[src/sv/prd_pkg.sv]
// ----------------------------------------------------------------------------
// prd_pkg
// Types and codes shared by the priority ring deque modules.
// ----------------------------------------------------------------------------
package prd_pkg;

  localparam int OCC_W = 6;
  localparam int LEN_W = 14;

  localparam logic OP_PUSH = 1'b0;
  localparam logic OP_POP  = 1'b1;

  localparam logic [2:0] ST_QUEUED  = 3'd0;
  localparam logic [2:0] ST_EVICTED = 3'd1;
  localparam logic [2:0] ST_DROPPED = 3'd2;
  localparam logic [2:0] ST_POPPED  = 3'd3;
  localparam logic [2:0] ST_EMPTY   = 3'd4;

  typedef struct packed {
    logic             opcode;
    logic [31:0]      sender_uid;
    logic [31:0]      msg_type;
    logic [LEN_W-1:0] payload_len;
    logic [15:0]      payload_tag;
  } in_item_t;

  typedef struct packed {
    logic [2:0]       status;
    logic [31:0]      out_uid;
    logic [31:0]      out_type;
    logic [LEN_W-1:0] out_len;
    logic [15:0]      out_tag;
    logic [OCC_W-1:0] occupancy;
  } out_item_t;

  typedef struct packed {
    logic [31:0]      uid;
    logic [31:0]      msg_type;
    logic [LEN_W-1:0] len;
    logic [15:0]      tag;
  } slot_t;

  typedef struct packed {
    logic [2:0]       status;
    logic [OCC_W-1:0] occupancy;
  } pend_t;

endpackage

[src/sv/prd_ctl.sv]
// ----------------------------------------------------------------------------
// prd_ctl
// Head and tail pointers, placement decision and slot memory requests.
// ----------------------------------------------------------------------------
module prd_ctl
  import prd_pkg::*;
#(
  parameter int QUEUE_DEPTH = 64,
  parameter int MAX_PAYLOAD = 8192
) (
  input  logic                           clk,
  input  logic                           rst_n,
  input  logic                           accept,
  input  in_item_t                       item,
  input  logic [31:0]                    bulk_type_code,
  input  logic                           advance,
  output logic                           pend_valid,
  output pend_t                          pend,
  output logic                           ram_we,
  output logic [$clog2(QUEUE_DEPTH)-1:0] ram_waddr,
  output slot_t                          ram_wdata,
  output logic                           ram_re,
  output logic [$clog2(QUEUE_DEPTH)-1:0] ram_raddr
);

  localparam int PTR_W = $clog2(QUEUE_DEPTH);
  localparam int FW    = (PTR_W + 1 > OCC_W) ? PTR_W + 1 : OCC_W;
  localparam int CAP   = (MAX_PAYLOAD > 16383) ? 16383 : MAX_PAYLOAD;
  localparam logic [PTR_W-1:0] LAST = PTR_W'(QUEUE_DEPTH - 1);
  localparam logic [LEN_W-1:0] LEN_CAP = LEN_W'(CAP);

  logic [PTR_W-1:0] head_r, head_nxt, tail_r, tail_nxt;
  logic             pend_valid_r, pend_valid_nxt;
  pend_t            pend_r, pend_nxt;
  logic [PTR_W-1:0] head_dec, tail_dec, tail_inc, head_inc;
  logic [FW-1:0]    fill;

  function automatic logic [PTR_W-1:0] ptr_inc(input logic [PTR_W-1:0] p);
    return (p == LAST) ? '0 : p + 1'b1;
  endfunction

  function automatic logic [PTR_W-1:0] ptr_dec(input logic [PTR_W-1:0] p);
    return (p == '0) ? LAST : p - 1'b1;
  endfunction

  assign head_dec = ptr_dec(head_r);
  assign head_inc = ptr_inc(head_r);
  assign tail_dec = ptr_dec(tail_r);
  assign tail_inc = ptr_inc(tail_r);

  always_comb begin
    head_nxt   = head_r;
    tail_nxt   = tail_r;
    ram_we     = 1'b0;
    ram_waddr  = tail_r;
    ram_re     = 1'b0;
    ram_raddr  = head_r;
    pend_nxt   = pend_r;
    ram_wdata.uid      = item.sender_uid;
    ram_wdata.msg_type = item.msg_type;
    ram_wdata.len      = (item.payload_len > LEN_CAP) ? LEN_CAP : item.payload_len;
    ram_wdata.tag      = item.payload_tag;
    pend_nxt.status    = ST_QUEUED;
    if (accept) begin
      if (item.opcode == OP_POP) begin
        if (head_r == tail_r) begin
          pend_nxt.status = ST_EMPTY;
        end else begin
          ram_re          = 1'b1;
          head_nxt        = head_inc;
          pend_nxt.status = ST_POPPED;
        end
      end else if (item.msg_type != bulk_type_code) begin
        // urgent entry goes in front of the head, evicting the newest if full
        head_nxt  = head_dec;
        ram_we    = 1'b1;
        ram_waddr = head_dec;
        if (head_dec == tail_r) begin
          tail_nxt        = tail_dec;
          pend_nxt.status = ST_EVICTED;
        end
      end else begin
        if (tail_inc == head_r) begin
          pend_nxt.status = ST_DROPPED;
        end else begin
          ram_we   = 1'b1;
          tail_nxt = tail_inc;
        end
      end
    end
    if (tail_nxt >= head_nxt) begin
      fill = FW'({1'b0, tail_nxt}) - FW'({1'b0, head_nxt});
    end else begin
      fill = FW'({1'b0, tail_nxt}) + FW'(QUEUE_DEPTH) - FW'({1'b0, head_nxt});
    end
    pend_nxt.occupancy = fill[OCC_W-1:0];
    if (!accept) begin
      pend_nxt = pend_r;
    end
    pend_valid_nxt = accept ? 1'b1 : (advance ? 1'b0 : pend_valid_r);
  end

  always_ff @(posedge clk) begin
    if (!rst_n) begin
      head_r       <= '0;
      tail_r       <= '0;
      pend_valid_r <= 1'b0;
    end else begin
      head_r       <= head_nxt;
      tail_r       <= tail_nxt;
      pend_valid_r <= pend_valid_nxt;
    end
    pend_r <= pend_nxt;
  end

  assign pend_valid = pend_valid_r;
  assign pend       = pend_r;

endmodule

[config.mk]
export PLATFORM = sky130hd
export DESIGN_NAME = prd_ctl
export DESIGN_NICKNAME = d
export VERILOG_FILES = /design/src/sv/prd_pkg.sv /design/src/sv/prd_ctl.sv
export SDC_FILE = /design/constraint.sdc
export NUM_CORES = 1
export LEC_CHECK = 0
export ABC_AREA = 1
export BUFFER_PORTS_ARGS = -buffer_cell sky130_fd_sc_hd__clkbuf_2
export CORE_AREA = 2 2 96 98
export CTS_BUF_LIST = sky130_fd_sc_hd__clkbuf_4
export CTS_CLUSTER_SIZE = 12
export DETAILED_ROUTE_END_ITERATION = 10
export DIE_AREA = 0 0 98 100
export PLACE_DENSITY = 0.79
export SYNTH_ARGS = -nofsm -noshare
export SYNTH_HDL_FRONTEND = slang
export SYNTH_SLANG_ARGS = --single-unit
[constraint.sdc]
create_clock -name clk -period 4.5 [get_ports clk]
set_clock_uncertainty 0.15 [all_clocks]
set_input_delay 0.9 -clock clk [delete_from_list [all_inputs] [get_ports clk]]
set_output_delay 0.9 -clock clk [all_outputs]
set_load 0.03 [all_outputs]
# After elaboration in Yosys (flattened, before gate mapping)
# Cells that the tools add are included.
word_totals:
  register_bits: 22
  word_cells: 55
op_classes:
  n_mux: 32
  reduce_logical: 3
  add_sub_neg: 7
  eq_ne: 6
  order_cmp: 2
op_table:
  columns: ["operator", "n"]
  rows:
  - ["$mux 6", 17]
  - ["$ne 32x32->1", 1]
  - ["$add 6x1->6 const B", 3]
  - ["$eq 6x6->1", 3]
  - ["$gt 14x14->1 const B", 1]
  - ["$mux 14", 1]
  - ["$eq 6x6->1 const B", 2]
  - ["$logic_not 6->1", 2]
  - ["$sub 6x1->6 const B", 2]
  - ["$sub 6x6->6", 2]
  - ["$mux 1", 10]
  - ["$mux 3", 3]
  - ["$ge 6x6->1", 1]
  - ["$mux 2", 1]
  - ["$reduce_bool 2->1", 1]

# Logic depth before layout (Yosys ltp)
# Gate-level depths: netlist of the first run.
depth:
  depth_word: 10
  depth_mapped: 28
  ltp_nobuf: 27

# Worst setup path after synthesis of the first run
# OpenSTA, ideal clock, no wires.
synth_timing:
  path_kind: "input -> register"
  start: "input accept"
  end: "register pend_r, in the netlist pend[5], data pin"
  path_stages: 20
  arrival_ns: 3.234
  required_time_ns: 4.097
  setup_slack_ns: 0.863
  cell_sequence: "buf_4 inv_2 nor2_1 inv_1 nor2_4 inv_1 nand2_1 nand2_1 nand2_1 inv_1 ha_1 a21oi_1 o21ai_0 a21oi_1 inv_1 a21oi_1 nand3b_1 nand2_1 nand2_1 nand2_1"
synth_between:
  elab_chain_cells: 4
synth_lines:
  columns: ["element", "line", "text"]
  rows:
  - ["start, declared", "prd_ctl.sv:13", "input logic accept,"]
  - ["$mux 6 (*)", "prd_ctl.sv:64", "if (accept) begin"]
  - ["via tail_nxt[2]", "prd_ctl.sv:32", "logic [PTR_W-1:0] head_r, head_nxt, tail_r, tail_nxt;"]
  - ["$add 6x1->6", "prd_ctl.sv:94", "fill = FW'({1'b0, tail_nxt}) + FW'(QUEUE_DEPTH) - FW'({1'b0, head_nxt});"]
  - ["$sub 6x6->6", "prd_ctl.sv:94", null]
  - ["$mux 6 (*)", "prd_ctl.sv:91", "if (tail_nxt >= head_nxt) begin"]
  - ["via fill[5]", "prd_ctl.sv:36", "logic [FW-1:0] fill;"]
  - ["end signal, assigned", "prd_ctl.sv:113", "pend_r <= pend_nxt;"]
  - ["end, declared", "prd_ctl.sv:34", "pend_t pend_r, pend_nxt;"]
# Mark *: on every way through the listed nets, which the timed path passes. The rest lies on a longest branch.
# A chain may end at the register's enable or synchronous reset.

# Worst setup path in the final report of the first run
layout_timing:
  start: "register tail_r[1]"
  end: "register pend_r, in the netlist pend[5], data pin"
layout_between:
  elab_chain_cells: 10
layout_lines:
  columns: ["element", "line", "text"]
  rows:
  - ["start, declared", "prd_ctl.sv:32", null]
  - ["start signal, assigned", "prd_ctl.sv:110", "tail_r <= tail_nxt;"]
  - ["$add 6x1->6 / $eq 6x6->1 (equally long branches)", "prd_ctl.sv:39", "return (p == LAST) ? '0 : p + 1'b1;"]
  - ["$mux 6", "prd_ctl.sv:39", null]
  - ["$eq 6x6->1", "prd_ctl.sv:83", "if (tail_inc == head_r) begin"]
  - ["$mux 6", "prd_ctl.sv:83", null]
  - ["$mux 6 (*)", "prd_ctl.sv:73", "end else if (item.msg_type != bulk_type_code) begin"]
  - ["$mux 6 (*)", "prd_ctl.sv:65", "if (item.opcode == OP_POP) begin"]
  - ["$mux 6 (*)", "prd_ctl.sv:64", null]
  - ["via tail_nxt[2]", "prd_ctl.sv:32", null]
  - ["$add 6x1->6", "prd_ctl.sv:94", null]
  - ["$sub 6x6->6", "prd_ctl.sv:94", null]
  - ["$mux 6 (*)", "prd_ctl.sv:91", null]
  - ["via fill[5]", "prd_ctl.sv:36", null]
# Marked as above.

==> impl_metrics.json, run 1 <==
{
  "ys_seq_elements": 22,
  "slew_viol_final": 0,
  "ys.flop_type": "dfxtp_1",
  "wl_um": 9510,
  "cts_tree": "done",
  "min_path_type": "reg2reg",
  "h-tree-depth": 1,
  "synthTopCellsByArea": "buf_4 (18%), nand2_1 (15%), edfxtp_1 (7.8%)",
  "dr.pass1.iters": 5,
  "r2r_start": "tail_r[1]",
  "cp-end-kind": "register",
  "drive_gt1_frac": 0.317,
  "fin_crit_sh": 0.912,
  "route.vias.total": 3605,
  "synth_seq_area_share": 0.152,
  "syn_inst": 555,
  "final_util": 0.424,
  "power_density_mw_per_mm2": 234,
  "root_buffer": "clkbuf_4",
  "nFillCells": 947,
  "die_area_mm2": 0.00980,
  "ys_top_cells_by_count": "nand2_1 (140), buf_4 (84), inv_1 (61), nor2_1 (49), nand3_1 (43)",
  "yosys.area.top_type": "buf_4",
  "post_drt_via_cell_ratio": 4.90,
  "fin_tns_setup_ns": 0,
  "antenna_found_initial": 0,
  "overflow": 0,
  "cp.required_ns": 4.44,
  "core_mm2": 0.00889,
  "clk_latency_ns": 0.31,
  "area_growth_pct": 8.33,
  "synthDistinctLibCells": 38,
  "cp-start-kind": "register",
  "cp.arrival_ns": 4.04,
  "slew-limit-headroom": 0.382,
  "hp-start": "pend_valid",
  "track_usage": 0.186,
  "io_buffers": 152,
  "crit_fanout": 10,
  "synthesis.nets": 698,
  "numCtsBuffers": 3,
  "yosysWarnings": 0,
  "cap_violations": 0,
  "cts_resized": 0,
  "ioPinCount": 249,
  "diodes": 0,
  "die_w_um": 98,
  "antenna_left": 0,
  "drt_drc_violations_left": 0,
  "synth.avg_cell_area_um2": 6.28,
  "holdBufCountCts": 0,
  "cts-root-to-sink-buffers": 2,
  "yosysMostFrequentCell": "nand2_1",
  "hold_viol": 0,
  "drt_iter0_drc": 240,
  "synth_edf_count": 9,
  "fp.dieH_um": 100,
  "leakage_nw": 2.12,
  "cts_sinks": 22,
  "fin_nets": 769,
  "place_congestion": 1.02,
  "rows": 35,
  "grt_pass1_vias": 3267,
  "period_minus_slack_ns": 4.10,
  "crit_type": "reg2reg",
  "finalSetupViolCount": 0,
  "grt_setup_unrepaired": "no",
  "reg2reg_depth": 24,
  "async_reset_ff_frac": 0,
  "synth_top_cell_area_share": 0.181,
  "post_cts_buffers": 0,
  "hold_depth": 2,
  "peakVddDrop_v": 0.0000887,
  "worstSetupStartpoint": "tail_r[1]",
  "synth_area_mm2": 0.00348,
  "timing.fmax_mhz": 244,
  "tightest_slew_ns": 0.915,
  "grt_pass1_wl_um": 15300,
  "status": "complete, no violations",
  "start_util": 0.392,
  "wl_per_cell_um": 12.9,
  "clk_pin_slew_ns": 0.12,
  "grt_max_degree": 19,
  "hpwl_um": 7880
}
[stage by stage]
stage | worst slack, ns | cell area, um^2 | cells | hold slack [ns] | total power [mW]
2_1_floorplan | 0.863 | 3480 | 555 | 0.433 | 0.730
3_3_place_gp | 0.516 | 3740 | 732 | 0.304 | 0.777
3_5_place_dp | 0.449 | 3740 | 732 | 0.312 | 0.781
4_1_cts | 0.508 | 3770 | 736 | 0.328 | 0.879
5_1_grt | 0.110 | 3770 | 736 | 0.343 | 0.948
6_report | 0.397 | 3770 | 736 | 0.323 | 0.882
[report_power, final]
group | total (mW) | leakage [nW] | switching [mW] | internal (mW)
sequential | 0.261 | 0.195 | 0.0231 | 0.238
combinational | 0.521 | 1.91 | 0.345 | 0.176
clock | 0.0995 | 0.0184 | 0.0588 | 0.0407
total | 0.882 | 2.12 | 0.427 | 0.455
[per-layer routing]
metal	routed length, um	vias up	global-route usage
met5	0	-	0
met4	371	0	0.0726
met3	1070	45	0.0327
met2	4360	212	0.316
met1	3710	1533	0.235
li1	-	1815	-
[logic make-up after synthesis]
kind of cell,after synthesis,synth area share
AND/OR/NAND/NOR,273,0.356
XOR/XNOR,37,0.0930
flip-flops,22,0.152
adder cells (fa/ha/maj),12,0.0453
AO/OA/AOI/OAI,48,0.0772
buffers and inverters,163,0.277
[worst max-delay path, stage by stage (launching register included)]
cell,delay (ns)
dfxtp_1,0.62
inv_1,0.22
ha_1,0.38
xnor2_1,0.17
nand4_1,0.14
nor2_2,0.17
nand3_2,0.21
nand2_2,0.17
nand2_1,0.06
nand2_1,0.06
nand2_1,0.05
nand2_1,0.06
nand2_1,0.05
nand2_1,0.08
inv_1,0.05
ha_1,0.32
a21oi_1,0.13
o21ai_0,0.14
a21oi_1,0.15
inv_1,0.05
a21oi_1,0.15
nand3b_1,0.15
nand2_1,0.06
nand2_1,0.05
nand2_1,0.05
[placed cells by master, fill, tap and decap left out, types with 4 or more instances in the layout]
cell type / netlist / routed
clkbuf_2: 0 / 152
nand2_1: 140 / 140
inv_1: 61 / 61
nor2_1: 49 / 49
nand3_1: 43 / 43
xnor2_1: 29 / 29
a21oi_1: 19 / 19
o21ai_0: 15 / 15
dfxtp_1: 13 / 13
nand4_1: 11 / 11
ha_1: 11 / 11
edfxtp_1: 9 / 9
buf_4: 84 / 9
xor2_1: 8 / 8
nor2_2: 7 / 7
inv_2: 6 / 6
nor2_4: 5 / 5
nand2_2: 4 / 4
nand3_2: 4 / 4
o21ai_1: 4 / 4
clkbuf_4: 0 / 4
[state kept, by name (all words and copies together) (netlist names)]
| register | flops |
|---|---|
| pend | 9 |
| pend_valid | 1 |
| ram_raddr | 6 |
| tail_r | 6 |
[layout make-up]
type	count	area [um^2]	area share
Clock buffer	4	30.0	0.00796
Inverter	68	256	0.0680
Multi-Input combinational cell	370	1990	0.527
Sequential cell	22	531	0.141
Tap cell	111	139	0.0368
Timing Repair Buffer	161	828	0.219
[worst paths after layout]
kind	slack, ns	endpoint
max	0.40	pend[5]
min	0.32	pend_valid
max reg2reg	0.40	pend[5]
min reg2reg	0.32	pend_valid
No activity file was read; power rests on OpenSTA's default activity.
==> inputs of run 2 (changes only) <==
--- a/config.mk
+++ b/config.mk
@@ -13,6 +13,7 @@
 export DETAILED_ROUTE_END_ITERATION = 10
 export DIE_AREA = 0 0 98 100
 export PLACE_DENSITY = 0.79
+export RECOVER_POWER = 25
 export SYNTH_ARGS = -nofsm -noshare
 export SYNTH_HDL_FRONTEND = slang
 export SYNTH_SLANG_ARGS = --single-unit
==> run 2 against run 1 <==
Sequential share of layout area about the same; sequential power about the same; global-route usage unchanged; final cell count unchanged.
==> impl_metrics.json, run 2 (synthesized netlist as in run 1, its figures left out) <==
{
  "max_stage_delay_ns": 0.63,
  "power_frac_comb": 0.590,
  "fin_cells": 736,
  "dr.pass1.iters": 5,
  "rows": 35,
  "fin_tns_setup_ns": 0,
  "hold_viol": 0,
  "swShare": 0.484,
  "fp.dieH_um": 100,
  "clkPwrFrac": 0.113,
  "p_seq_frac": 0.297,
  "post_drt_via_cell_ratio": 4.92,
  "p_int_mw": 0.454,
  "antenna_left": 0,
  "nFillCells": 953,
  "cp-end-kind": "register",
  "fin_nets": 769,
  "slew-limit-headroom": 0.382,
  "cts-root-to-sink-buffers": 2,
  "fin_crit_sh": 0.911,
  "crit_slowest_cell": "dfxtp_1",
  "route.vias.total": 3623,
  "dp_cells": 732,
  "final_common_cell": "clkbuf_2",
  "start_util": 0.392,
  "status": "complete, no violations",
  "clk_latency_ns": 0.31,
  "cts_resized": 0,
  "leakage_nw": 2.11,
  "die_w_um": 98,
  "hpwl_um": 7880,
  "core_mm2": 0.00889,
  "design_area_mm2": 0.00376,
  "die_area_mm2": 0.00980,
  "h-tree-depth": 1,
  "overflow": 0,
  "ioPinCount": 249,
  "power_density_mw_per_mm2": 234,
  "largest_register_ffs": 9,
  "cp_common_cell": "nand2_1",
  "track_usage": 0.186,
  "drt_iter0_drc": 241,
  "io_buffers": 152,
  "path_cells": "inv_1 > ha_1 > xnor2_1 > nand4_1 > nor2_2 > nand3_2 > nand2_2 > nand2_1 > nand2_1 > nand2_1 > nand2_1 > nand2_1 > nand2_1 > inv_1 > ha_1 > a21oi_1 > o21ai_0 > a21oi_1 > inv_1 > a21oi_1 > nand3b_1 > nand2_1 > nand2_1 > nand2_1",
  "diodes": 0,
  "peakVddDrop_v": 0.0000882,
  "cp.required_ns": 4.43,
  "grt_pass1_wl_um": 15300,
  "min_path_type": "reg2reg",
  "crit_fanout": 10,
  "dp_slack_ns": 0.449,
  "numCtsBuffers": 3,
  "final_cell_mix": "clkbuf_2 (149), nand2_1 (140), inv_1 (61)",
  "grt_max_degree": 19,
  "cts_sinks": 22,
  "period_minus_slack_ns": 4.10,
  "cp-start-kind": "register",
  "grt_pass1_vias": 3267,
  "worst_hold_slack_ns": 0.322,
  "timing.fmax_mhz": 244,
  "cap_violations": 0,
  "slew_viol_final": 0,
  "drt_drc_violations_left": 0,
  "cts_tree": "done",
  "tightest_slew_ns": 0.915,
  "p_sw_mw": 0.426,
  "finalSetupViolCount": 0,
  "crit_type": "reg2reg",
  "dpl-instance-area_mm2": 0.00374,
  "grt_setup_unrepaired": "no",
  "area_growth_pct": 8.05,
  "drive_gt1_frac": 0.309,
  "wl_per_cell_um": 12.9,
  "place_congestion": 1.02,
  "worst_slack_ns": 0.400,
  "post_cts_buffers": 0,
  "clk_pin_slew_ns": 0.12,
  "wl_um": 9500,
  "holdBufCountCts": 0,
  "antenna_found_initial": 0,
  "cp.arrival_ns": 4.03,
  "root_buffer": "clkbuf_4"
}
run 2: cell types whose count changed in the layout (fill, tap and decap cells not counted), sizes merged:
cell	previous run	this run
buf	9	8
clkbuf	156	157
run 2: area by class of cell:
class / instances / area [um^2] / share of cell area
clock buffers: 4 / 30.0 / 0.00798
repair buffers: 161 / 821 / 0.218
inverters: 68 / 256 / 0.0682
flip-flops and latches: 22 / 531 / 0.141
multi-input cells: 370 / 1990 / 0.528
well taps: 111 / 139 / 0.0369
run 2: metal layers:
metal	track usage	vias to the layer above	share of wire
li1	-	1818	-
met1	0.235	1533	0.38
met2	0.316	222	0.46
met3	0.0327	50	0.12
met4	0.0726	0	0.044
met5	0	-	0
run 2: metrics by stage:
step	util	power, mW
finish	0.423	0.880
detailed placement	0.421	0.781
global route	0.423	0.947
global placement	0.421	0.777
CTS	0.424	0.879
floorplan	-	0.730
run 2: path summary, 6_finish.rpt:
kind,start,to,slack (ns),depth (start not counted)
hold reg to reg,pend_valid,pend_valid,0.32,2
setup / recovery,tail_r[1],pend[5],0.40,24
hold / removal,pend_valid,pend_valid,0.32,2
setup reg to reg,tail_r[1],pend[5],0.40,24
run 2: worst max-delay path, delay by kind of cell, from the launching register on:
kind                     cells  cell delay, ns
XOR/XNOR                     1            0.17
flip-flops                   1            0.63
adder cells (fa/ha/maj)      2            0.70
AND/OR/NAND/NOR             14            1.33
AO/OA/AOI/OAI                4            0.57
buffers and inverters        3            0.33
run 2: power groups by stage:
stage | Sequential [mW] | Combinational [mW] | Clock (mW)
2_1_floorplan | 0.299 | 0.432 | 0
3_3_place_gp | 0.264 | 0.512 | 0
3_5_place_dp | 0.265 | 0.516 | 0
4_1_cts | 0.261 | 0.518 | 0.101
5_1_grt | 0.263 | 0.573 | 0.110
6_report | 0.261 | 0.519 | 0.0993
