### src/sv/prd_ram.sv
// ----------------------------------------------------------------------------
// prd_ram
// Generic single write port, single read port RAM with registered read.
// ----------------------------------------------------------------------------
module prd_ram #(
  parameter int WIDTH = 8,
  parameter int DEPTH = 16
) (
  input  logic                     clk,
  input  logic                     we,
  input  logic [$clog2(DEPTH)-1:0] waddr,
  input  logic [WIDTH-1:0]         wdata,
  input  logic                     re,
  input  logic [$clog2(DEPTH)-1:0] raddr,
  output logic [WIDTH-1:0]         rdata
);

  logic [WIDTH-1:0] mem [DEPTH];
  logic [WIDTH-1:0] rdata_r;

  always_ff @(posedge clk) begin
    if (we) begin
      mem[waddr] <= wdata;
    end
    if (re) begin
      rdata_r <= mem[raddr];
    end
  end

  assign rdata = rdata_r;

endmodule

### config.mk
export PLATFORM = sky130hd
export DESIGN_NAME = prd_ram
export DESIGN_NICKNAME = d
export VERILOG_FILES = /design/src/sv/prd_ram.sv
export SDC_FILE = /design/constraint.sdc
export NUM_CORES = 1
export LEC_CHECK = 0
export BUFFER_PORTS_ARGS = -buffer_cell sky130_fd_sc_hd__buf_2
export CAP_MARGIN = 10
export CORE_MARGIN = 2
export CORE_UTILIZATION = 28
export DETAILED_ROUTE_END_ITERATION = 7
export SLEW_MARGIN = 20
export SYNTH_ARGS = -nofsm -noshare
export SYNTH_HDL_FRONTEND = slang
export SYNTH_SLANG_ARGS = --single-unit
### constraint.sdc
create_clock -name clk -period 3.4 [get_ports clk]
set_clock_uncertainty 0.15 [all_clocks]
set_input_delay 0.51 -clock clk [delete_from_list [all_inputs] [get_ports clk]]
set_output_delay 0.51 -clock clk [all_outputs]
set_load 0.05 [all_outputs]
=== Word-level counts from Yosys, hierarchy flattened ===
Memory sizes are Yosys's and may differ from the RTL's. A register that Yosys moved wholly into a read port is not among the register bits.
Cells that the tools add are included.

* Logic and storage cells: 3
* Bits in writable memories: 128
* Memories kept: 1
* Latch bits: 0
* Input port bits: 19
* Memory bits (read-only): 0
* Register bits: 0
* Output and inout bits: 8

* Add/subtract/negate cells: 0
* Shift operators: 0
* Equal/unequal tests: 0
* Bitwise logic cells: 0
* $lt $le $gt $ge: 0
* Reductions and logical operators: 0
* Multiply operators: 0
* Mux-type cells: 2
* Div/mod/pow operators: 0

{| class="wikitable"
|+ Memory list
! memory !! depth !! width !! read ports !! clocked after Yosys merged registers in !! wr ports !! RTL line !! text
|-
| mem || 16 || 8 || 1 || 1 || 1 || 18 || <nowiki>logic [WIDTH-1:0] mem [DEPTH];</nowiki>
|}

{| class="wikitable"
|+ Operators by type and width
! cell !! number
|-
| two-way mux 1 bit || 2
|}

=== Depth between registers and ports, before layout ===
Gate-level depths: netlist of the first run.

* Depth after elaboration: 2
* Gate-level depth with buffers: 5
* Gate-level depth less buffers: 3

=== Least setup slack after synthesis of the first run ===
OpenSTA, ideal clock, no wires.

* Path type: input to register
* From: in waddr[2]
* To: mem mem[0][0], enable pin
* Arrival: 1.620 ns
* Path slack: 1.247 ns
* Stages: 2
* Data required time: 2.867 ns
* Library setup time: 0.383 ns
* Buffers on the path: 0
* Cell sequence: or3b_2 nor3_1

{| class="wikitable"
|+ RTL lines
! what !! RTL line !! text
|-
| start, declared || 11 || <nowiki>input logic [$clog2(DEPTH)-1:0] waddr,</nowiki>
|-
| end, declared || 18 ||
|}

No word-level cell before the write port.

==> results of run 1 <==
metrics by stage:
step / worst slack (ns) / hold WS [ns] / total power, mW / instances
6_report: 1.31 / 0.316 / 4.05 / 515
3_3_place_gp: 0.896 / 0.577 / 2.13 / 483
5_1_grt: 1.26 / 0.314 / 4.17 / 515
3_5_place_dp: 0.887 / 0.609 / 2.13 / 483
2_1_floorplan: 1.25 / 0.459 / 2.06 / 229
4_1_cts: 1.31 / 0.300 / 4.09 / 515
cells in the mapped netlist (all sizes together):
| cell | number |
|---|---|
| nor3 | 4 |
| a22oi | 16 |
| clkdlybuf4s25 | 3 |
| and2 | 1 |
| edfxtp | 136 |
| nand2b | 2 |
| nand3 | 1 |
| nor2b | 1 |
| mux4 | 32 |
| nand2 | 9 |
| nand3b | 2 |
| and2b | 1 |
| nor2 | 13 |
| or3b | 1 |
| buf | 7 |
registers in the layout, summed over array words and instances, names as in the netlist:
| signal | count |
|---|---|
| mem | 128 |
| rdata | 8 |
final cells by class:
type / count / area (sq um) / area share (%)
clock buffers: 17 / 425 / 6.78
clock inverters: 15 / 208 / 3.31
flip-flops and latches: 136 / 4080 / 65.1
well taps: 229 / 287 / 4.57
multi-input cells: 83 / 1060 / 16.9
repair buffers: 35 / 210 / 3.35
power groups by stage:
stage | logic (mW) | registers, mW | clock network (mW)
2_1_floorplan | 0.0953 | 1.96 | 0
3_3_place_gp | 0.195 | 1.93 | 0
3_5_place_dp | 0.199 | 1.93 | 0
4_1_cts | 0.200 | 1.90 | 1.99
5_1_grt | 0.212 | 1.90 | 2.06
6_report | 0.197 | 1.90 | 1.95
cells by family (layout without fill, tap and decap cells):
group	after synthesis	after routing	synth area share [%]
flip-flops	136	136	78.1
AND/OR/NAND/NOR	35	35	3.14
multiplexers	32	32	14.8
AO/OA/AOI/OAI	16	16	2.30
buffers and inverters	10	67	1.65
worst max-delay path, delay by kind of cell:
kind                   cells  cell delay, ns
AND/OR/NAND/NOR            1            0.14
multiplexers               1            0.60
AO/OA/AOI/OAI              1            0.26
buffers and inverters      2            0.56
worst max-delay path by stage:
| stage | end | cells past startpoint |
|---|---|---|
| final | rdata[1]$_DFFE_PP_ | 5 |
| after global routing | rdata[1]$_DFFE_PP_ | 5 |
| after CTS | rdata[1]$_DFFE_PP_ | 5 |
| after detailed placement | rdata[1]$_DFFE_PP_ | 5 |
| after global placement | rdata[1]$_DFFE_PP_ | 5 |
| after floorplan | mem[0][0]$_DFFE_PP_ | 2 |
metal layers:
layer / wire (um) / track usage, % / vias to the layer above
met5: 0 / 0 / -
met4: 107 / 5.37 / 0
met3: 611 / 2.89 / 8
met2: 4810 / 16.7 / 90
met1: 4770 / 15.3 / 1273
li1: - / - / 1073
==> impl_metrics.py, run 1 <==
metrics = {
    "worst_setup_path": {
        "r2r_start": "mem[5][1]$_DFFE_PP_",
        "crit_chain": "buf_2, buf_12, mux4_1, a22oi_1, nand2_1",
        "worstSetupPathType": "in -> reg",
        "end_kind": "flop",
        "r2r_end": "rdata[1]$_DFFE_PP_",
        "max_stage_delay_ns": 0.60,
        "rr_worst_depth": 3,
        "cp.arrival_ns": 2.08,
        "r2r_slack_ns": 1.69,
        "path_max_fanout": 14,
        "worstSetupStartpoint": "raddr[0]",
        "crit_path_start_kind": "primary input",
        "cp_slowest_cell": "mux4_1",
        "required_ns": 3.39,
    },
    "synth": {
        "synth_area_leaders": "edfxtp_1 78%, mux4_2 7.8%, mux4_1 7.0%",
        "yosys_warnings": 0,
        "syn_nets": 248,
        "synth_top_cell_by_area": "edfxtp_1",
        "ys_seq_area_share_pct": 78.1,
        "syn_area_per_cell_sq_um": 22.8,
        "yosysTopAreaCellShare_pct": 78.1,
        "netlist_area_sq_mm": 0.00523,
        "yosysUniqueCellTypes": 18,
        "synth-seq-cells": 136,
        "syn_inst": 229,
    },
    "global_route": {
        "grt_pass1_vias": 2588,
        "antenna_found_initial": 0,
        "grt-ovfl-total": 0,
        "grt_max_degree": 33,
        "grt_pass1_wl_um": 15600,
        "grt_use_total_pct": 11.2,
    },
    "timing": {
        "hold_viol": 0,
        "setup_viol": 0,
        "worst_slew_pin_slew_ns": 0.935,
        "rsz0062_at_grt": "false",
        "period_share_pct": 61.3,
        "fin_setup_tns_ns": 0,
        "fmax_mhz": 479,
        "fin_crit_ns": 2.09,
        "relSlewSlack_pct": 37.4,
        "final-max-slew-violation-count": 0,
    },
    "clock_tree": {
        "clockBufferDepth": 2,
        "cts_resized": 0,
        "cts_hold_buf": 0,
        "htreeDepth": 4,
        "cts.clk_slew.worst_paths_ns": 0.06,
        "worstSkewPairLatency_ns": 0.41,
        "root_buffer": "clkbuf_16",
        "cts_tree": "yes",
        "cts.sinks": 136,
        "cts_buffers": 17,
        "postCtsSetupRepairBufs": 0,
    },
    "floorplan": {
        "die_height_um": 141,
        "die_w_um": 141,
        "dieArea_sq_mm": 0.0198,
        "core_area_sq_mm": 0.0181,
        "initial_core_util_pct": 28.8,
        "pin_count": 27,
        "fp-row-count": 49,
    },
    "cells_and_area": {
        "fin_nets": 292,
        "syn_to_final_growth_pct": 20.0,
        "final_layout_size_suffix_gt1_share_pct": 28.7,
        "num-fill-cells": 1697,
        "post-route-util_pct": 34.6,
        "stdcell_area_sq_mm": 0.00627,
        "final_common_cell": "edfxtp_1",
        "n_antenna_cell": 0,
        "layout_common_cells": "136 x edfxtp_1, 26 x buf_2, 18 x mux4_2",
    },
    "drt": {
        "drt-total-wl_um": 10300,
        "num_vias": 2444,
        "drtIter0Drc": 208,
        "vias_per_cell": 4.75,
        "drc": 0,
        "wl_per_cell_um": 20.0,
        "firstDrtPassIters": 4,
        "detail-route-antenna-nets": 0,
    },
    "hold_path": {
        "hold_path.class": "in -> reg",
        "whs_path_depth": 1,
        "holdPathEnd": "rdata[5]$_DFFE_PP_",
        "hp-start": "re",
    },
    "place": {
        "dpl-instance-area_sq_mm": 0.00564,
        "io_buffers": 26,
        "place_congestion": 0.715,
        "hpwl_um": 6560,
    },
    "pwr": {
        "p_seq_share_pct": 46.9,
        "p_switching_mw": 0.802,
        "power_density_mw_per_mm2": 646,
        "switching_share_pct": 19.8,
        "intPower_mw": 3.25,
        "combinationalPowerShare_pct": 4.9,
        "pwr-share-clk_pct": 48.2,
        "ir_drop_uv": 372,
        "p_leak_nw": 2.06,
    },
    "run_status": {
        "status": "completed",
    },
    "flow_run": {
        "cap_violations": 0,
    },
}
Power figures use the tool's default switching activity.
==> run 2: changes to the inputs <==
==> constraint.sdc (replaced) <==
create_clock -name clk -period 2.2 [get_ports clk]
set_clock_uncertainty 0.15 [all_clocks]
set_input_delay 0.33 -clock clk [delete_from_list [all_inputs] [get_ports clk]]
set_output_delay 0.33 -clock clk [all_outputs]
set_load 0.05 [all_outputs]
==> impl_metrics.py, run 2 (synthesis gave the netlist of run 1 again) <==
metrics = {
    "floorplan": {
        "fp-row-count": 49,
        "initial_core_util_pct": 28.8,
        "dieArea_sq_mm": 0.0198,
        "die_w_um": 141,
        "die_height_um": 141,
        "pin_count": 27,
        "core_area_sq_mm": 0.0181,
    },
    "flow_run": {
        "cap_violations": 0,
    },
    "timing": {
        "final-max-slew-violation-count": 0,
        "setup_viol": 0,
        "fin_setup_tns_ns": 0,
        "hold_viol": 0,
        "rsz0062_at_grt": "false",
        "relSlewSlack_pct": 73.3,
        "fin_crit_ns": 1.67,
        "period_share_pct": 76.0,
        "fmax_mhz": 598,
        "worst_slew_pin_slew_ns": 0.400,
    },
    "hold_path": {
        "hold_path.class": "in -> reg",
        "whs_path_depth": 1,
    },
    "pwr": {
        "p_seq_share_pct": 51.0,
        "power.total_mw": 5.76,
        "combinationalPowerShare_pct": 5.5,
        "switching_share_pct": 21.0,
        "power_density_mw_per_mm2": 917,
        "pwr-share-clk_pct": 43.5,
        "p_leak_nw": 2.10,
        "ir_drop_uv": 649,
        "intPower_mw": 4.55,
        "p_switching_mw": 1.21,
    },
    "clock_tree": {
        "clockBufferDepth": 2,
        "cts_resized": 0,
        "cts_buffers": 17,
        "worstSkewPairLatency_ns": 0.41,
        "htreeDepth": 4,
        "cts.sinks": 136,
        "cts_hold_buf": 0,
        "cts_tree": "yes",
        "root_buffer": "clkbuf_16",
        "cts.clk_slew.worst_paths_ns": 0.06,
        "postCtsSetupRepairBufs": 0,
    },
    "cells_and_area": {
        "num-fill-cells": 1715,
        "multiInputGateArea_sq_mm": 0.00106,
        "syn_to_final_growth_pct": 20.2,
        "fin_nets": 307,
        "layout_common_cells": "136 x edfxtp_1, 26 x buf_2, 22 x buf_4",
        "largest_register_ffs": 128,
        "seq_area_sq_mm": 0.00408,
        "n_antenna_cell": 0,
        "largest-register": "mem",
        "final_layout_size_suffix_gt1_share_pct": 31.3,
        "final_common_cell": "edfxtp_1",
    },
    "global_route": {
        "grt_max_degree": 21,
        "grt_pass1_vias": 2693,
        "antenna_found_initial": 0,
        "grt-ovfl-total": 0,
        "grt_use_total_pct": 11.3,
        "grt_pass1_wl_um": 16100,
    },
    "place": {
        "place_congestion": 0.735,
        "hpwl_um": 6780,
        "io_buffers": 26,
    },
    "worst_setup_path": {
        "cp.arrival_ns": 1.67,
        "worstSetupPathType": "reg -> reg",
        "path_max_fanout": 1,
        "end_kind": "flop",
        "rr_worst_depth": 3,
        "required_ns": 2.20,
        "crit_path_start_kind": "flop",
    },
    "run_status": {
        "status": "completed",
    },
    "drt": {
        "firstDrtPassIters": 4,
        "drc": 0,
        "wl_per_cell_um": 19.6,
        "drtIter0Drc": 235,
        "num_vias": 2446,
        "detail-route-antenna-nets": 0,
        "vias_per_cell": 4.62,
        "drt-total-wl_um": 10400,
    },
}
## run 2: cell types whose count changed in the layout (fill, tap and decap cells not counted)
cell | previous run | this run
bufinv_16 | 5 | 1
clkinv_1 | 4 | 5
buf_4 | 8 | 22
clkinv_4 | 2 | 0
clkbuf_1 | 0 | 1
buf_12 | 1 | 2
clkinv_2 | 2 | 5
## run 2: worst paths after layout
kind                             start  slack [ns]                 end
setup / recovery   mem[1][1]$_DFFE_PP_        0.53  rdata[1]$_DFFE_PP_
hold / removal                      re        0.14  rdata[2]$_DFFE_PP_
setup reg to reg   mem[1][1]$_DFFE_PP_        0.53  rdata[1]$_DFFE_PP_
hold reg to reg   mem[14][2]$_DFFE_PP_        0.61  rdata[2]$_DFFE_PP_
## run 2: cell type report
| cell class | count | area share [%] |
|---|---|---|
| repair buffers | 50 | 5.34 |
| clock buffers | 18 | 6.83 |
| flip-flops and latches | 136 | 65.0 |
| multi-input cells | 83 | 16.8 |
| well taps | 229 | 4.56 |
| clock inverters | 13 | 1.41 |
## run 2: power groups by stage
stage | clock, mW | sequential, mW | combinational, mW
4_1_cts | 2.56 | 2.94 | 0.324
2_1_floorplan | 0 | 3.03 | 0.147
6_report | 2.51 | 2.94 | 0.317
3_3_place_gp | 0 | 2.99 | 0.315
3_5_place_dp | 0 | 2.99 | 0.324
5_1_grt | 2.68 | 2.94 | 0.345
## run 2: stage by stage
step	setup slack (ns)	utilization, %	cells	hold WS, ns	area (sq um)
finish	0.528	34.6	529	0.140	6280
detailed placement	0.0937	31.8	498	0.556	5760
floorplan	0.227	-	229	0.279	5230
global placement	0.0993	31.8	498	0.561	5760
CTS	0.511	34.6	529	0.122	6280
global route	0.468	34.6	529	0.127	6280
## run 2: layer usage
metal	share of wire [%]	track usage, %	up-vias	wire length (um)
met5	0	0	-	0
met4	0.52	3.95	0	54
met3	7.4	3.67	4	764
met2	46	16.8	82	4750
met1	46	15.8	1260	4810
li1	-	-	1100	-
## run 2: worst max-delay path, cell delays in order, from the launching register on
cell	delay [ns]
edfxtp_1	0.35
mux4_1	0.52
a22oi_1	0.28
nand2_1	0.11
==> run 3: changes to the inputs <==
--- a/config.mk
+++ b/config.mk
@@ -5,6 +5,7 @@
 export SDC_FILE = /design/constraint.sdc
 export NUM_CORES = 1
 export LEC_CHECK = 0
+export ABC_AREA = 1
 export BUFFER_PORTS_ARGS = -buffer_cell sky130_fd_sc_hd__buf_2
 export CAP_MARGIN = 10
 export CORE_MARGIN = 2
==> constraint.sdc (replaced) <==
create_clock -name clk -period 1.7 [get_ports clk]
set_clock_uncertainty 0.15 [all_clocks]
set_input_delay 0.255 -clock clk [delete_from_list [all_inputs] [get_ports clk]]
set_output_delay 0.255 -clock clk [all_outputs]
set_load 0.05 [all_outputs]
==> impl_metrics.py, run 3 <==
metrics = {
    "hold_path": {
        "holdPathEnd": "rdata[3]$_DFFE_PP_",
        "hold_path.class": "in -> reg",
        "whs_path_depth": 1,
        "hp-start": "re",
    },
    "place": {
        "post-place-ws_ns": 0.101,
        "dp.cells": 846,
        "dpl-instance-area_sq_mm": 0.00637,
        "io_buffers": 26,
        "place_congestion": 0.757,
        "hpwl_um": 7980,
    },
    "timing": {
        "final-max-slew-violation-count": 0,
        "period_share_pct": 90.1,
        "hold_viol": 0,
        "relSlewSlack_pct": 57.9,
        "fin_crit_ns": 1.53,
        "worst_slew_pin_slew_ns": 0.630,
        "setup_ws_ns": 0.169,
        "setup_viol": 0,
        "fin_setup_tns_ns": 0,
        "fmax_mhz": 653,
        "rsz0062_at_grt": "false",
    },
    "worst_setup_path": {
        "r2r_slack_ns": 0.48,
        "r2r_start": "mem[12][3]$_DFFE_PP_",
        "rr_worst_depth": 6,
        "crit_chain": "buf_2",
        "cp_slowest_cell": "edfxtp_1",
        "cp.arrival_ns": 1.13,
        "path_max_fanout": 1,
        "path_delay_family": "flip-flops",
        "crit_path_start_kind": "flop",
        "max_stage_delay_ns": 0.41,
        "crit_buf_inv": 1,
        "required_ns": 1.29,
        "end_kind": "primary output",
        "worstSetupPathType": "reg -> out",
        "r2r_end": "rdata[3]$_DFFE_PP_",
    },
    "global_route": {
        "grt_use_total_pct": 12.7,
        "grt_pass1_wl_um": 20900,
        "grt_max_degree": 65,
        "grt-ovfl-total": 0,
        "antenna_found_initial": 0,
        "grt_pass1_vias": 3752,
    },
    "cells_and_area": {
        "layout_common_cells": "173 x nand2_1, 136 x edfxtp_1, 100 x inv_1",
        "final_common_cell": "nand2_1",
        "stdcell_area_sq_mm": 0.00694,
        "largest_register_ffs": 128,
        "n_antenna_cell": 0,
        "fin_nets": 614,
        "fin_cells": 878,
        "syn_to_final_growth_pct": 18.7,
        "final_layout_size_suffix_gt1_share_pct": 12.5,
        "largest-register": "mem",
    },
    "pwr": {
        "power.total_mw": 7.88,
        "power_density_mw_per_mm2": 1140,
        "ir_drop_uv": 773,
        "p_leak_nw": 2.95,
    },
    "clock_tree": {
        "clockBufferDepth": 2,
        "htreeDepth": 4,
        "root_buffer": "clkbuf_16",
        "cts.clk_slew.worst_paths_ns": 0.05,
        "postCtsSetupRepairBufs": 0,
        "cts_tree": "yes",
        "cts_resized": 0,
        "cts.sinks": 136,
        "cts_hold_buf": 0,
        "worstSkewPairLatency_ns": 0.42,
        "cts_buffers": 17,
    },
    "flow_run": {
        "cap_violations": 0,
    },
    "drt": {
        "drtIter0Drc": 370,
        "wl_per_cell_um": 14.9,
        "vias_per_cell": 4.29,
        "num_vias": 3768,
        "firstDrtPassIters": 5,
        "drt-total-wl_um": 13100,
        "detail-route-antenna-nets": 0,
        "drc": 0,
    },
    "synth": {
        "muxShareOfSynthArea_pct": 0,
        "synth_xor_area_share_pct": 0,
        "syn_inst": 551,
        "dominantRegCellSynth": "edfxtp_1",
        "yosysTopAreaCellShare_pct": 69.8,
        "postSynth.asyncResetShare_pct": 0,
        "ys_seq_area_share_pct": 69.8,
        "syn_area_per_cell_sq_um": 10.6,
        "yosys_warnings": 0,
        "synthSimpleGateAreaFrac_pct": 20.8,
        "synth-compound-area-share_pct": 0,
        "synth_top_family_by_area": "simple AND/OR/NAND/NOR gates",
        "synth_top_cell_by_area": "edfxtp_1",
        "netlist_area_sq_mm": 0.00585,
        "syn_nets": 570,
        "synth_area_leaders": "edfxtp_1 70%, nand2_1 11%, nand3_1 8.3%",
        "synthTopCellsByCount": "173 x nand2_1, 136 x edfxtp_1, 100 x inv_1",
        "synthAdderAreaFrac_pct": 0,
        "yosysUniqueCellTypes": 11,
        "synth_enable_flop_cells": 136,
        "synth-seq-cells": 136,
        "synth.most_common_cell": "nand2_1",
    },
    "floorplan": {
        "die_w_um": 149,
        "die_height_um": 149,
        "pin_count": 27,
        "fp-row-count": 52,
        "core_area_sq_mm": 0.0204,
        "dieArea_sq_mm": 0.0221,
        "initial_core_util_pct": 28.7,
    },
    "run_status": {
        "status": "completed",
    },
}
[run 3: changes by cell type in the layout (fill, tap and decap cells not counted), sizes merged, moves of 2 or more]
cell and delta:
mux4 -32, bufinv +2, inv +102, clkbuf +2, nand3 +96, nor2 +4
nand2 +164, a22oi -16, nand2b -2, clkinv -2, nor3 -4
[run 3: worst max path at each step]
stage | start | end | slack (ns) | depth (start not counted)
2_1_floorplan | waddr[2] | mem[10][0]$_DFFE_PP_ | 0.34 | 2
3_3_place_gp | raddr[1] | rdata[7]$_DFFE_PP_ | 0.11 | 6
3_5_place_dp | raddr[1] | rdata[3]$_DFFE_PP_ | 0.10 | 6
4_1_cts | rdata[5]$_DFFE_PP_ | rdata[5] | 0.15 | 1
5_1_grt | rdata[5]$_DFFE_PP_ | rdata[5] | 0.13 | 1
6_report | rdata[5]$_DFFE_PP_ | rdata[5] | 0.17 | 1
[run 3: per-layer routing]
layer | part of all wire (%) | track usage [%] | up-vias
li1 | - | - | 1869
met1 | 48 | 17.4 | 1780
met2 | 45 | 19.3 | 105
met3 | 6.0 | 3.77 | 14
met4 | 1.3 | 4.48 | 0
met5 | 0 | 0 | -
[run 3: area by class of cell]
cell class / instances / area [sq um]
sequential: 136 / 4080
multi-input combinational: 289 / 1210
clock inverter: 12 / 133
clock buffer: 20 / 437
timing repair buffer: 49 / 353
tap: 270 / 338
inverter: 102 / 383
fill: 2022 / 13400
[run 3: where the power goes]
part           total (mW)  internal [mW]  switching (mW)  leakage (nW)
Sequential           3.80           3.78          0.0241          1.24
Clock                3.57           2.27            1.30         0.277
Combinational       0.503          0.143           0.360          1.43
[run 3: kinds of logic (layout without fill, tap and decap cells)]
group | count (synthesis) | in the layout
simple gates | 289 | 289
flops | 136 | 136
buf+inv | 126 | 183
[run 3: per-stage QoR]
step	hold slack [ns]	util, %
floorplan	0.204	-
global placement	0.490	31.3
detailed placement	0.491	31.3
CTS	0.0512	34.1
global route	0.0589	34.1
finish	0.0687	34.1
[run 3: worst register-to-register path, cell delays in order (launching register included)]
cell and delay, ns:
edfxtp_1 0.36, inv_1 0.07, nand2_1 0.05, nand3_1 0.08
nand3_1 0.09, nand3_1 0.11, nand2_1 0.07
